<file path="src/hdl/tlf_pkg.sv">
`default_nettype none
package tlf_pkg;

    // geometry and lane count
    localparam int PLANES      = 4;
    localparam int LANES       = 8;

    // field and datapath widths
    localparam int HIT_W       = 17;
    localparam int Z_W         = 17;
    localparam int SZ_W        = 19;
    localparam int SV_W        = 19;
    localparam int DZ_W        = 20;
    localparam int DV_W        = 20;
    localparam int PROD_W      = 40;
    localparam int Q_W         = 40;
    localparam int P_W         = 43;
    localparam int NUM_W       = 64;
    localparam int DEN_W       = 42;
    localparam int RES_W       = 18;
    localparam int CNT_OUT_W   = 32;
    localparam int PADDR_W     = 4;
    localparam int PDATA_W     = 32;

    // iteration counts of the lane sequencer
    localparam int MUL_STEPS   = 20;
    localparam int DIV_STEPS   = 64;

    // histogram range: -448 .. +447 units, 896 = 7 << 7
    localparam int HALF_RANGE  = 448;
    localparam int FULL_RANGE  = 896;
    localparam int RANGE_SHIFT = 7;
    localparam int RECIP7      = 9363;
    localparam int RECIP_SHIFT = 16;

    typedef enum logic {
        CMD_EVENT = 1'b0,
        CMD_READ  = 1'b1
    } cmd_t;

    typedef struct packed {
        logic                    valid;
        logic signed [RES_W-1:0] res;
    } lane_stat_t;

    typedef struct packed {
        logic       upd_start;
        logic       rd_start;
        logic [2:0] sel;
    } hist_ctrl_t;

    typedef struct packed {
        logic                 clearing;
        logic                 done;
        logic [CNT_OUT_W-1:0] count;
    } hist_stat_t;

endpackage
`default_nettype wire

</file>
<file path="src/hdl/tlf_lane.sv">
`default_nettype none
module tlf_lane #(
    parameter int HIST_BINS = 400
) (
    input  logic                                 clk,
    input  logic                                 rst_n,
    input  logic                                 start,
    input  logic signed [tlf_pkg::DZ_W-1:0]      dz,
    input  logic signed [tlf_pkg::DV_W-1:0]      dv,
    input  logic [tlf_pkg::Q_W-1:0]              q,
    input  logic signed [tlf_pkg::P_W-1:0]       p,
    output tlf_pkg::lane_stat_t                  stat,
    output logic [$clog2(HIST_BINS+2)-1:0]       slot
);
    import tlf_pkg::*;

    localparam int SLOT_W = $clog2(HIST_BINS + 2);
    localparam int CNT_W  = $clog2(DIV_STEPS);
    localparam int T_W    = $clog2(FULL_RANGE);
    localparam int HB_W   = $clog2(HIST_BINS + 1);
    localparam int BP_W   = T_W + HB_W;
    localparam int U_W    = BP_W - RANGE_SHIFT;
    localparam int R_W    = $clog2(RECIP7 + 1);
    localparam int QD_W   = U_W + R_W;

    localparam logic [RES_W-1:0] RES_MAX_V = {1'b0, {(RES_W-1){1'b1}}};
    localparam logic [RES_W-1:0] RES_MIN_V = {1'b1, {(RES_W-1){1'b0}}};

    typedef enum logic [2:0] {
        L_IDLE,
        L_MUL,
        L_SETUP,
        L_DIV,
        L_FIN,
        L_BIN0,
        L_BIN1,
        L_BIN2
    } lstate_t;

    lstate_t            state_reg, state_next;
    logic [CNT_W-1:0]   cnt_reg, cnt_next;
    logic               valid_reg, valid_next;

    logic [NUM_W-1:0]        mcand_a_reg, mcand_b_reg;
    logic [DZ_W-1:0]         mlt_a_reg;
    logic [DV_W-1:0]         mlt_b_reg;
    logic [NUM_W-1:0]        acc_a_reg, acc_b_reg;
    logic signed [DV_W-1:0]  dv_reg;
    logic                    qzero_reg;
    logic [DEN_W-1:0]        den_reg;
    logic                    neg_reg;
    logic [DEN_W-1:0]        rem_reg;
    logic [NUM_W-1:0]        quo_reg;
    logic signed [RES_W-1:0] res_reg;
    logic                    uflow_reg, oflow_reg;
    logic [BP_W-1:0]         bprod_reg;
    logic [QD_W-1:0]         qd_reg;
    logic [SLOT_W-1:0]       slot_reg;

    logic                    last_mul, last_div;
    logic [NUM_W-1:0]        term_a, term_b, add_a, add_b;
    logic [NUM_W-1:0]        num, mag;
    logic [DEN_W:0]          trial;
    logic                    ge;
    logic [DEN_W:0]          trial_sub;
    logic                    big_pos, big_neg;
    logic [RES_W:0]          res_sum;
    logic [T_W-1:0]          tidx;
    logic [U_W-1:0]          ushift;
    logic [QD_W-1:0]         qv;

    // one shift-add step for both products
    always_comb
    begin
        last_mul = (cnt_reg == CNT_W'(MUL_STEPS - 1));
        last_div = (cnt_reg == CNT_W'(DIV_STEPS - 1));
        term_a   = mlt_a_reg[0] ? mcand_a_reg : '0;
        term_b   = mlt_b_reg[0] ? mcand_b_reg : '0;
        add_a    = last_mul ? acc_a_reg - term_a : acc_a_reg + term_a;
        add_b    = last_mul ? acc_b_reg - term_b : acc_b_reg + term_b;
    end

    // numerator magnitude and one restoring division step
    always_comb
    begin
        num       = qzero_reg ? NUM_W'(0) - NUM_W'(dv_reg) : acc_a_reg - acc_b_reg;
        mag       = num[NUM_W-1] ? NUM_W'(0) - num : num;
        trial     = {rem_reg, quo_reg[NUM_W-1]};
        ge        = (trial >= {1'b0, den_reg});
        trial_sub = trial - {1'b0, den_reg};
        big_pos   = (quo_reg > NUM_W'(2 ** (RES_W - 1) - 1));
        big_neg   = (quo_reg > NUM_W'(2 ** (RES_W - 1)));
        res_sum   = {res_reg[RES_W-1], res_reg} + (RES_W + 1)'(HALF_RANGE);
        tidx      = res_sum[T_W-1:0];
        ushift    = U_W'(bprod_reg >> RANGE_SHIFT);
        qv        = qd_reg >> RECIP_SHIFT;
    end

    // sequence the multiply, divide and binning steps
    always_comb
    begin
        state_next = state_reg;
        cnt_next   = cnt_reg;
        valid_next = valid_reg;
        case (state_reg)
            L_IDLE:
            begin
                if (start)
                begin
                    state_next = L_MUL;
                    cnt_next   = '0;
                    valid_next = 1'b0;
                end
            end
            L_MUL:
            begin
                cnt_next = cnt_reg + 1'b1;
                if (last_mul)
                begin
                    state_next = L_SETUP;
                end
            end
            L_SETUP:
            begin
                state_next = L_DIV;
                cnt_next   = '0;
            end
            L_DIV:
            begin
                cnt_next = cnt_reg + 1'b1;
                if (last_div)
                begin
                    state_next = L_FIN;
                end
            end
            L_FIN:  state_next = L_BIN0;
            L_BIN0: state_next = L_BIN1;
            L_BIN1: state_next = L_BIN2;
            L_BIN2:
            begin
                state_next = L_IDLE;
                valid_next = 1'b1;
            end
            default: state_next = L_IDLE;
        endcase
        if (start && state_reg != L_IDLE)
        begin
            state_next = L_MUL;
            cnt_next   = '0;
            valid_next = 1'b0;
        end
    end

    always_ff @(posedge clk or negedge rst_n)
    begin
        if (!rst_n)
        begin
            state_reg <= L_IDLE;
            cnt_reg   <= '0;
            valid_reg <= 1'b0;
        end
        else
        begin
            state_reg <= state_next;
            cnt_reg   <= cnt_next;
            valid_reg <= valid_next;
        end
    end

    // datapath
    always_ff @(posedge clk)
    begin
        if (start)
        begin
            mcand_a_reg <= NUM_W'(p);
            mcand_b_reg <= NUM_W'(q);
            mlt_a_reg   <= dz;
            mlt_b_reg   <= dv;
            acc_a_reg   <= '0;
            acc_b_reg   <= '0;
            dv_reg      <= dv;
            qzero_reg   <= (q == '0);
            den_reg     <= (q == '0) ? DEN_W'(4) : {q, 2'b00};
        end
        else
        begin
            case (state_reg)
                L_MUL:
                begin
                    mcand_a_reg <= mcand_a_reg << 1;
                    mcand_b_reg <= mcand_b_reg << 1;
                    mlt_a_reg   <= mlt_a_reg >> 1;
                    mlt_b_reg   <= mlt_b_reg >> 1;
                    acc_a_reg   <= add_a;
                    acc_b_reg   <= add_b;
                end
                L_SETUP:
                begin
                    neg_reg <= num[NUM_W-1];
                    quo_reg <= mag + NUM_W'(den_reg >> 1);
                    rem_reg <= '0;
                end
                L_DIV:
                begin
                    rem_reg <= ge ? trial_sub[DEN_W-1:0] : trial[DEN_W-1:0];
                    quo_reg <= {quo_reg[NUM_W-2:0], ge};
                end
                L_FIN:
                begin
                    if (neg_reg)
                    begin
                        res_reg <= big_neg ? RES_MIN_V : RES_W'(0) - quo_reg[RES_W-1:0];
                    end
                    else
                    begin
                        res_reg <= big_pos ? RES_MAX_V : quo_reg[RES_W-1:0];
                    end
                end
                L_BIN0:
                begin
                    uflow_reg <= (res_reg < -RES_W'(HALF_RANGE));
                    oflow_reg <= (res_reg >= RES_W'(HALF_RANGE));
                    bprod_reg <= BP_W'(tidx) * BP_W'(HIST_BINS);
                end
                L_BIN1:
                begin
                    qd_reg <= QD_W'(ushift) * QD_W'(RECIP7);
                end
                L_BIN2:
                begin
                    if (uflow_reg)
                    begin
                        slot_reg <= '0;
                    end
                    else if (oflow_reg)
                    begin
                        slot_reg <= SLOT_W'(HIST_BINS + 1);
                    end
                    else
                    begin
                        slot_reg <= SLOT_W'(qv) + 1'b1;
                    end
                end
                default:
                begin
                end
            endcase
        end
    end

    assign stat.valid = valid_reg;
    assign stat.res   = res_reg;
    assign slot       = slot_reg;

endmodule
`default_nettype wire

</file>
<file path="config.mk">
export PLATFORM = sky130hd
export DESIGN_NAME = tlf_lane
export DESIGN_NICKNAME = d
export VERILOG_FILES = /design/src/hdl/tlf_pkg.sv /design/src/hdl/tlf_lane.sv
export SDC_FILE = /design/constraint.sdc
export NUM_CORES = 2
export LEC_CHECK = 0
export ABC_CLOCK_PERIOD_IN_PS = 8800
export BUFFER_PORTS_ARGS = -buffer_cell sky130_fd_sc_hd__buf_2
export CORE_MARGIN = 1
export CORE_UTILIZATION = 60
export DETAILED_ROUTE_END_ITERATION = 16
export PLACE_DENSITY = 0.8
export SLEW_MARGIN = 20
export SYNTH_ARGS = -nofsm -noshare
export SYNTH_HDL_FRONTEND = slang
export SYNTH_SLANG_ARGS = --single-unit
</file>
<file path="constraint.sdc">
create_clock -name clk -period 8.8 [get_ports clk]
set_input_delay 0.44 -clock clk [delete_from_list [all_inputs] [get_ports clk]]
set_output_delay 0.44 -clock clk [all_outputs]
set_load 0.01 [all_outputs]
</file>
==> reports/results.txt <==
The run gives 0 as the number of max-capacitance violations reported. Counting flops with a built-in enable in the synthesized netlist gives 362. The number of hold violations in the final report is 0.

Multiplexer cells account for 4.181% of the synthesized area. Sequential cells were found to cover 31.18% of the synthesized design area. The routed wirelength normalized by instance count is 22.18 um.

The post-layout minimum cycle time was 8447 ps; the final worst clock skew was 26.77 ps. The floorplan die area was 76810 um2. The number of clock buffers added by TritonCTS is 60. The effective utilization at floorplan is 60.81%.

For the residual overflow from global routing, the log shows 0. Worst setup path category: flip-flop to flip-flop. When the netlist entered floorplanning its net count stood at 5875. The tools report the detailed-router iteration count before antenna repair as 8. Global-route wire length before repair: 220.2 mm. Counting the fill cells in the layout gives 6151.

The flow ran to the end, and the final reports show no timing, DRC or antenna violations. Setup violations remaining at the end of the flow were counted as 0. The clock drives 524 sinks. The number of pins with negative max-slew slack in the final report was 0; the number of storage elements in the synthesis netlist was 524.

The overall die height was 277.1 um. Of the total synthesized cell area, the portion taken by AND, OR, NAND and NOR gates is 17.73%. The most used flip-flop cell after synthesis is edfxtp_1. For the routability congestion estimate, the log shows 1.019. The tools report the worst hold margin as 22.36 ps. For the pin count of the biggest net entering global routing, the log shows 160.

In this run the static leakage power is 20.80 nW. The worst setup path is launched from a flip-flop. Summed over its instances, the top area cell type makes up 23.93% of the synthesized netlist area. Input and output buffers added on the ports amount to 153.

CTS built an H-tree with a depth of 2. The synthesized area per cell came out at 8.530 um2. The largest stage delay on the critical path is 610 ps, and the final routed DRC violation total is 0. The initial antenna violation count is 1. The synthesized netlist occupies a cell area of 45420 um2.

Wires add up to 141.5 mm. After the first detailed-routing iteration, the DRC count stood at 4396. The logs give 39310 for the via count of the first global-routing pass and 100 for the number of placement rows. The tools report the cell count after synthesis as 5325. By area the synthesized netlist is led by edfxtp_1 24%, ha_1 11%, dfxtp_1 6.7%.

Dominant combinational cell family by area after synthesis: compound AO/OA/AOI/OAI gates. VDD sags by at most 0.0002347 V. The run gives 0 ps as the final-layout setup total negative slack.

The die width was 277.1 um. The repair_antennas step left the layout with diodes totalling 0. The tools report the number of antenna-violating nets in the routed design as 0. The worst setup path is captured at a flip-flop.

The number of setup buffers added after CTS is 0. The HPWL after detailed placement is 106.7 mm. Pin placement for this block handled 154 I/O pins. Compound-cell area share of the yosys netlist: 22.96%. The cell type contributing the most total cell area after synthesis was edfxtp_1. The tightest min-delay check is of the input port to flip-flop type. Setup repair after global routing left no endpoint under its margin. The number of warning messages in the yosys log was 0; the via density per instance was 6.545.

The period utilization was 95.99%. After Yosys synthesis, full adders, half adders and majority gates account for 12.21% of the synthesized area. Derived from the worst setup path, the maximum achievable clock frequency is 118.4 MHz. The area growth from synthesis to layout is 8.705%.

The xor-xnor portion of the synthesized cell area was 6.942%; the area of the core was 74700 um2. The fraction of registers with async set/reset is 1.908%. The cell occurring most often along the worst timing path is a21oi_1. After the last flow step, the layout net total stands at 5911.

Broken down by cell family, the worst path's largest delay share belongs to compound AO/OA/AOI/OAI gates. The number of buffer and inverter instances along the worst setup path was 1; the maximum fanout count along the critical path was 15. The detailed router placed 41770 vias in this run. The clock passes through at most 3 buffers. Clock tree synthesis selected as its root buffer the cell clkbuf_16. Global routing consumed, over all layers together, 35.87% of the routing resources. For the relative slew slack, the log shows 21.17%. The clock reaches the later pin of the worst-skew pair after 660 ps. Among all stages on the critical path, the largest delay is contributed by or4_1. Clock-pin transition on the worst setup and hold timing paths: 60 ps.

TritonCTS built the clock tree. The critical path data required time was 9350 ps; the share of post-route cells with drive strength above 1 was 9.754%. The power per cell area is 358.4 nW/um2. For the pin with the worst max-slew slack, the measured transition is 1180 ps.

The netlist uses 99 different library cells. Arrival time of data at the critical path endpoint: 8990 ps.
## final cells by class
cell class	instances	area, um2	share of cell area [%]
clock buffers	71	1583	3.206
clock inverters	43	596.8	1.209
inverters	321	1211	2.453
multi-input cells	4224	29170	59.07
flip-flops and latches	524	14160	28.69
well taps	969	1212	2.455
repair buffers	230	1444	2.924
## placed cells by master, fill, tap and decap left out, types with 19 or more instances in the layout
cell	n
nand3_1	129
dlygate4sd3_1	26
nand2_1	459
or4_1	30
a31oi_1	48
nor2b_1	54
xor2_1	145
nor2_1	346
clkbuf_16	60
or2_2	39
dfxtp_1	152
mux2_2	133
o31ai_1	60
o211ai_1	49
buf_2	152
ha_1	392
fa_1	32
a22o_1	27
a21boi_0	27
buf_4	49
a21o_1	157
a21oi_1	599
o21bai_1	63
nand4_1	80
inv_1	319
o311ai_0	20
and3_1	52
nor4_1	58
edfxtp_1	362
nor3_1	122
a211o_1	19
mux2i_1	39
a211oi_1	44
xnor2_1	215
o21ai_0	282
o21a_1	47
or3_1	77
and2_1	37
nand2b_1	67
## path summary, 6_finish.rpt
| kind | startpoint | endpoint | slack, ps | cells after the start |
|---|---|---|---|---|
| worst max-delay path | mcand_b_reg[8] | acc_b_reg[63] | 350 | 28 |
| worst min register to register | valid_reg | valid_reg | 480 | 1 |
| min in group asynchronous | rst_n | valid_reg | 200 | 2 |
| worst min-delay path | dv[10] | dv_reg[10] | 20 | 1 |
| worst max register to register | mcand_b_reg[8] | acc_b_reg[63] | 350 | 28 |
| max in group asynchronous | rst_n | state_reg[0] | 8390 | 2 |
## cells by family (layout without fill, tap and decap cells)
kind of cell / count (synthesis) / after routing
simple gates: 1627 / 1627
compound gates: 1640 / 1640
flops: 524 / 524
mux: 173 / 173
buf+inv: 577 / 665
fa+ha+maj: 424 / 424
xor+xnor: 360 / 360
## cell usage after synthesis, types with 49 or more instances
cell type	number
xor2_1	145
a21oi_1	599
ha_1	392
inv_1	320
o21ai_0	284
clkbuf_1	222
nand2b_1	67
xnor2_1	215
o31ai_1	60
mux2_2	133
nor2_1	352
nor3_1	125
dfxtp_1	152
nand3_1	129
nor4_1	59
nor2b_1	54
nand4_1	80
and3_1	52
nand2_1	460
a31oi_1	49
edfxtp_1	362
o21bai_1	63
a21o_1	157
o211ai_1	49
or3_1	77
## per-stage QoR
stage               power (mW)  setup slack [ps]  cell area [um2]  utilization (%)  instances
global placement         14.36             658.6            46910            62.80       6242
floorplan                11.64             895.9            45420                -       5325
global route             18.78             1.061            49380            66.10       6382
detailed placement       14.46             464.5            46920            62.81       6242
finish                   17.70             353.1            49380            66.10       6382
CTS                      17.33             400.8            49360            66.08       6382
## report_power, final
part	leakage [nW]	internal, mW	switching [mW]
clock	1.05	1.67	1.14
combinational	14.8	4.34	6.92
sequential	4.95	3.22	0.408
total	20.8	9.23	8.47
## what timing repair did
item | in CTS | in global routing
endpoints found under the hold margin | 35 | 0
hold buffers | 26 | 0
endpoints found under the setup margin | 0 | 6
resized for setup | 0 | 5
## per-layer routing
layer	track usage [%]	vias up	part of all wire [%]
met2	58.49	1913	46
met5	0	-	0.0092
met3	6.302	365	8.8
met4	16.47	2	5.0
met1	46.33	19780	40
li1	-	19710	-
Note: power is estimated with default switching activity, not from simulation.
